File: src/sv/shfp_pkg.sv
// ----------------------------------------------------------------------------
// Sync header frame parser package
// Shared constants and the result word type of the frame parser.
// ----------------------------------------------------------------------------
package shfp_pkg;

	localparam logic [7:0] SYNC_FIRST  = 8'hAA;
	localparam logic [7:0] SYNC_SECOND = 8'h55;

	typedef struct packed {
		logic       hit;
		logic [7:0] kind;
		logic [7:0] ident;
		logic [7:0] length;
		logic [7:0] index;
		logic [7:0] data;
		logic       empty;
		logic       last;
	} shfp_result_t;

endpackage

File: src/sv/shfp_parse.sv
// ----------------------------------------------------------------------------
// Frame parser state machine
// Holds the parse phase and header fields and forms the result word for the
// byte presented on its input.
// ----------------------------------------------------------------------------
module shfp_parse (
	input  logic                  clk,
	input  logic                  arst_n,
	input  logic                  step,
	input  logic [7:0]            rx_byte,
	output shfp_pkg::shfp_result_t result
);

	localparam logic [2:0] PH_WAIT_A  = 3'd0;
	localparam logic [2:0] PH_WAIT_B  = 3'd1;
	localparam logic [2:0] PH_KIND    = 3'd2;
	localparam logic [2:0] PH_IDENT   = 3'd3;
	localparam logic [2:0] PH_LENGTH  = 3'd4;
	localparam logic [2:0] PH_PAYLOAD = 3'd5;

	logic [2:0] phase_q, phase_d;
	logic [7:0] kind_q, ident_q, length_q, count_q;
	logic [7:0] count_next;
	logic       pay_last;

	assign count_next = count_q + 8'd1;
	assign pay_last   = (count_next >= length_q) || (count_next == 8'd0);

	always_comb begin
		phase_d = phase_q;
		result  = '0;
		result.kind   = kind_q;
		result.ident  = ident_q;
		result.length = length_q;
		unique case (phase_q)
			PH_WAIT_A: begin
				phase_d = (rx_byte == shfp_pkg::SYNC_FIRST) ? PH_WAIT_B : PH_WAIT_A;
			end
			PH_WAIT_B: begin
				if (rx_byte == shfp_pkg::SYNC_SECOND) begin
					phase_d = PH_KIND;
				end else if (rx_byte == shfp_pkg::SYNC_FIRST) begin
					phase_d = PH_WAIT_B;
				end else begin
					phase_d = PH_WAIT_A;
				end
			end
			PH_KIND: begin
				phase_d = PH_IDENT;
			end
			PH_IDENT: begin
				phase_d = PH_LENGTH;
			end
			PH_LENGTH: begin
				result.length = rx_byte;
				if (rx_byte == 8'd0) begin
					result.hit   = 1'b1;
					result.empty = 1'b1;
					result.last  = 1'b1;
					phase_d      = PH_WAIT_A;
				end else begin
					phase_d = PH_PAYLOAD;
				end
			end
			PH_PAYLOAD: begin
				result.hit   = 1'b1;
				result.index = count_q;
				result.data  = rx_byte;
				result.last  = pay_last;
				phase_d      = pay_last ? PH_WAIT_A : PH_PAYLOAD;
			end
			default: begin
				phase_d = PH_WAIT_A;
			end
		endcase
	end

	always_ff @(posedge clk or negedge arst_n) begin
		if (!arst_n) begin
			phase_q  <= PH_WAIT_A;
			kind_q   <= '0;
			ident_q  <= '0;
			length_q <= '0;
			count_q  <= '0;
		end else if (step) begin
			phase_q <= phase_d;
			if (phase_q == PH_KIND) begin
				kind_q <= rx_byte;
			end
			if (phase_q == PH_IDENT) begin
				ident_q <= rx_byte;
			end
			if (phase_q == PH_LENGTH) begin
				length_q <= rx_byte;
				count_q  <= '0;
			end
			if (phase_q == PH_PAYLOAD) begin
				count_q <= count_next;
			end
		end
	end

endmodule

File: src/sv/sync_header_frame_parser_top.sv
// An accepted word is registered in the input register, and its result word is registered in the output register.
// Throughput: one input word per cycle while the output is not stalled; while a
// stalled result waits in the output register, the input register loads only if it is empty.
// The input register and the output register are one stage each; the parse
// phase advances with the output register. Stalls on the output back up through both registers.
// Reset clears the parse phase, the header fields and both valid flags.
// ----------------------------------------------------------------------------
// Sync header frame parser top level
// Finds the 0xAA 0x55 sync pair, reads kind, id and length and streams out
// the payload bytes of each frame, or a single empty word for a frame of length zero.
// ----------------------------------------------------------------------------
module sync_header_frame_parser_top (
	input  logic       clk,
	input  logic       arst_n,
	input  logic       in_valid,
	output logic       in_stall,
	input  logic [7:0] rx_byte,
	output logic       out_valid,
	input  logic       out_stall,
	output logic [7:0] frame_kind,
	output logic [7:0] frame_ident,
	output logic [7:0] frame_length,
	output logic [7:0] byte_index,
	output logic [7:0] payload_byte,
	output logic       empty_frame,
	output logic       last_of_frame
);

	logic                  valid_s1;
	logic [7:0]            byte_s1;
	logic                  advance;
	logic                  load_s1;
	shfp_pkg::shfp_result_t res;
	shfp_pkg::shfp_result_t res_q;
	logic                  out_valid_q;

	assign advance  = !(out_valid_q && out_stall);
	assign load_s1  = !valid_s1 || advance;
	assign in_stall = !load_s1;

	always_ff @(posedge clk or negedge arst_n) begin
		if (!arst_n) begin
			valid_s1 <= 1'b0;
		end else if (load_s1) begin
			valid_s1 <= in_valid;
		end
	end

	always_ff @(posedge clk) begin
		if (load_s1 && in_valid) begin
			byte_s1 <= rx_byte;
		end
	end

	shfp_parse u_parse (
		.clk     (clk),
		.arst_n  (arst_n),
		.step    (valid_s1 && advance),
		.rx_byte (byte_s1),
		.result  (res)
	);

	always_ff @(posedge clk or negedge arst_n) begin
		if (!arst_n) begin
			out_valid_q <= 1'b0;
		end else if (advance) begin
			out_valid_q <= valid_s1 && res.hit;
		end
	end

	always_ff @(posedge clk) begin
		if (advance && valid_s1 && res.hit) begin
			res_q <= res;
		end
	end

	assign out_valid     = out_valid_q;
	assign frame_kind    = res_q.kind;
	assign frame_ident   = res_q.ident;
	assign frame_length  = res_q.length;
	assign byte_index    = res_q.index;
	assign payload_byte  = res_q.data;
	assign empty_frame   = res_q.empty;
	assign last_of_frame = res_q.last;

endmodule

File: config.mk
export PLATFORM = sky130hd
export DESIGN_NAME = sync_header_frame_parser_top
export DESIGN_NICKNAME = d
export VERILOG_FILES = /design/src/sv/shfp_pkg.sv /design/src/sv/shfp_parse.sv /design/src/sv/sync_header_frame_parser_top.sv
export SDC_FILE = /design/constraint.sdc
export NUM_CORES = 1
export LEC_CHECK = 0
export BUFFER_PORTS_ARGS = -buffer_cell sky130_fd_sc_hd__buf_4
export CAP_MARGIN = 25
export CORE_UTILIZATION = 47
export CTS_CLUSTER_SIZE = 40
export DETAILED_ROUTE_END_ITERATION = 10
export PLACE_DENSITY = 0.64
export SYNTH_ARGS = -nofsm -noshare
export SYNTH_HDL_FRONTEND = slang
export SYNTH_SLANG_ARGS = --single-unit
export TNS_END_PERCENT = 5
File: constraint.sdc
create_clock -name clk -period 5.9 [get_ports clk]
set_input_delay 1.18 -clock clk [delete_from_list [all_inputs] [get_ports clk]]
set_output_delay 1.18 -clock clk [all_outputs]
set_load 0.02 [all_outputs]
==> flow_metrics.env <==
export IMPL_status="finished, final reports clean"
export IMPL_drive_above_1_share_pct=27.33
export IMPL_ctsHoldBuffers=0
export IMPL_floorplan_initialDensity_pct=49.15
export IMPL_p_int_mw=1.206
export IMPL_design_area_um2=4363
export IMPL_die_area_um2=8062
export IMPL_diodes=0
export IMPL_crit_fanout=24
export IMPL_postCtsSetupBuffers=0
export IMPL_required_ps=5960
export IMPL_p_leak_nw=1.932
export IMPL_grt_pass1_vias=2234
export IMPL_place_area_um2=4153
export IMPL_hold_viol_final=0
export IMPL_first_iter_violations=133
export IMPL_ctsResizeCount=0
export IMPL_setup_viol=0
export IMPL_drc=0
export IMPL_hold_path_depth=0
export IMPL_synth_edf_count=50
export IMPL_relSlewSlack_pct=34.82
export IMPL_async_flop_share_pct=42.53
export IMPL_pin_count=56
export IMPL_power_density_nw_per_um2=420.7
export IMPL_rsz0062_at_grt="no"
export IMPL_start_kind="input port"
export IMPL_maxSlewViolCount=0
export IMPL_clkTransAtPathRegs_ps=90
export IMPL_antenna_found_initial=0
export IMPL_clk_latency_ps=350
export IMPL_routabilityCongestion=0.8435
export IMPL_numCtsBuffers=9
export IMPL_hold_path_class="reg -> reg"
export IMPL_dp_hpwl_mm=4.747
export IMPL_synth_area_leaders="edfxtp_1 (41%), dfrtp_1 (26%), mux2_2 (5.3%)"
export IMPL_coreArea_um2=7370
export IMPL_reg2regPathDepth=4
export IMPL_synthCells=281
export IMPL_fmax_mhz=324.9
export IMPL_mostFrequentLayoutCells="buf_4 (56), edfxtp_1 (50), dfrtp_1 (37)"
export IMPL_synth_top_cell_area_share_pct=41.45
export IMPL_yosysSeqAreaShare_pct=67.01
export IMPL_synth_cell_type_count=34
export IMPL_final_antenna_net_count=0
export IMPL_ctsRootBufferMaster="clkbuf_8"
export IMPL_tns_ps=0
export IMPL_yosysTopAreaCell="edfxtp_1"
export IMPL_tightest_slew_ps=975.6
export IMPL_num_rows=31
export IMPL_dpl_worst_slack_ps=2443
export IMPL_cts_sinks=87
export IMPL_grt_start_max_net_pins=38
export IMPL_totalWireLength_mm=6.810
export IMPL_clock_skew_ps=10.17
export IMPL_cts_htree_levels=3
export IMPL_grt_remaining_overflow=0
export IMPL_dr_pass1_iters=6
export IMPL_die_height_um=89.79
export IMPL_fin_nets=360
export IMPL_power_frac_comb_pct=29.6
export IMPL_fp_dieW_um=89.79
export IMPL_avgRoutedWirePerCell_um=15.37
export IMPL_avgSynthCellArea_um2=12.89
export IMPL_ys_ff_latch=87
export IMPL_port_buffers=55
export IMPL_critical_path_class="in -> reg"
export IMPL_post_route_min_period_ps=3078
export IMPL_arrival_ps=3140
export IMPL_clockBufferDepth=2
export IMPL_netlist_area_um2=3622
export IMPL_fin_crit_sh_pct=52.16
export IMPL_ys_flop_type="edfxtp_1"
export IMPL_end_kind="register"
export IMPL_syn_num_nets=302
export IMPL_max_cap_viol_count=0
export IMPL_synthToLayoutAreaGrowth_pct=20.45
export IMPL_yosys_warnings=0
export IMPL_cts_tree="done"
export IMPL_vias=2317
export IMPL_swShare_pct=34.28
export IMPL_grt_pass1_wl_mm=11.43
export IMPL_p_seq_share_pct=47.5
export IMPL_vdd_drop_max_uv=194.5
export IMPL_clock_power_share_pct=22.9
export IMPL_drt_vias_per_instance=5.230
export IMPL_final_common_cell="buf_4"
export IMPL_reg2reg_slack_ps=2990
export IMPL_p_sw_mw=0.6292
export IMPL_setup_slack_ps=2822
export IMPL_track_usage_pct=18.59
==> power by group through the flow <==
| stage | sequential (mW) | clock [mW] | combinational [mW] |
|---|---|---|---|
| global route | 0.890 | 0.456 | 0.598 |
| floorplan | 0.950 | 0 | 0.269 |
| CTS | 0.874 | 0.430 | 0.541 |
| global placement | 0.885 | 0 | 0.511 |
| finish | 0.872 | 0.420 | 0.543 |
| detailed placement | 0.886 | 0 | 0.540 |
==> flip-flops by register name, summed over array words and instances (netlist names) <==
register and count:
u_parse.phase_q 3, empty_frame 1, byte_s1 8, u_parse.count_q 8, frame_kind 8, u_parse.ident_q 8, valid_s1 1, byte_index 8
payload_byte 8, frame_length 8, out_valid 1, u_parse.length_q 8, u_parse.kind_q 8, last_of_frame 1, frame_ident 8
==> Yosys cell counts, drive strengths merged, types with 2 or more instances <==
| cell type | instances |
|---|---|
| edfxtp | 50 |
| dfrtp | 37 |
| nand2 | 36 |
| o21ai | 31 |
| and3 | 17 |
| mux2 | 17 |
| nor2 | 15 |
| inv | 11 |
| ha | 9 |
| nand3 | 8 |
| clkbuf | 7 |
| xnor2 | 5 |
| and2 | 4 |
| a21o | 3 |
| a21oi | 3 |
| a22o | 3 |
| buf | 3 |
| nand2b | 3 |
| nor2b | 3 |
| or4 | 3 |
| nand4 | 2 |
| xor2 | 2 |
==> worst max-delay path, cell delays in order <==
cell	delay, ps
buf_4	120
nand2_1	80
and2_1	480
nand2_1	370
nor2_4	650
buf_16	240
==> per-layer routing <==
layer / vias to the layer above / global-route usage [%] / part of all wire (%)
met2: 70 / 28.33 / 47
li1: 1131 / - / -
met3: 8 / 2.707 / 3.8
met1: 1108 / 26.66 / 47
met4: 0 / 8.197 / 1.4
met5: - / 0 / 0
==> worst paths after layout <==
| kind | from | end |
|---|---|---|
| min reg2reg | u_parse.kind_q[5] | frame_kind[5] |
| min | u_parse.kind_q[5] | frame_kind[5] |
| max | out_stall | last_of_frame |
| min in group asynchronous | arst_n | u_parse.length_q[7] |
| max reg2reg | u_parse.phase_q[1] | last_of_frame |
| max in group asynchronous | arst_n | u_parse.count_q[3] |
==> metrics by stage <==
step / hold WS, ps / util [%] / instances / total power, mW
after global placement: 428.5 / 55.98 / 425 / 1.396
after detailed placement: 433.6 / 56.35 / 426 / 1.426
after global routing: 470.9 / 59.20 / 443 / 1.944
final: 451.9 / 59.20 / 443 / 1.835
after CTS: 450.6 / 59.10 / 442 / 1.844
after floorplan: 421.0 / - / 281 / 1.219
==> final cells by class <==
cell class                 count  area, um2
fill                         653       3007
sequential                    87       2427
multi-input combinational    173       1120
timing repair buffer          57      447.9
clock buffer                   9      123.9
tap                           99      123.9
clock inverter                 7      78.83
inverter                      11      41.29
==> cells by family (layout without fill, tap and decap cells) <==
| logic type | Yosys count | after routing | synth area share [%] |
|---|---|---|---|
| and+or+nand+nor | 95 | 95 | 13.47 |
| muxes | 17 | 17 | 5.285 |
| DFF | 87 | 87 | 67.01 |
| AOI/OAI and AO/OA | 45 | 45 | 7.150 |
| xor gates and xnor gates | 7 | 7 | 1.693 |
| buffers and inverters | 21 | 84 | 2.280 |
| adders and majority gates | 9 | 9 | 3.109 |
Note: power is estimated with default switching activity, not from simulation.
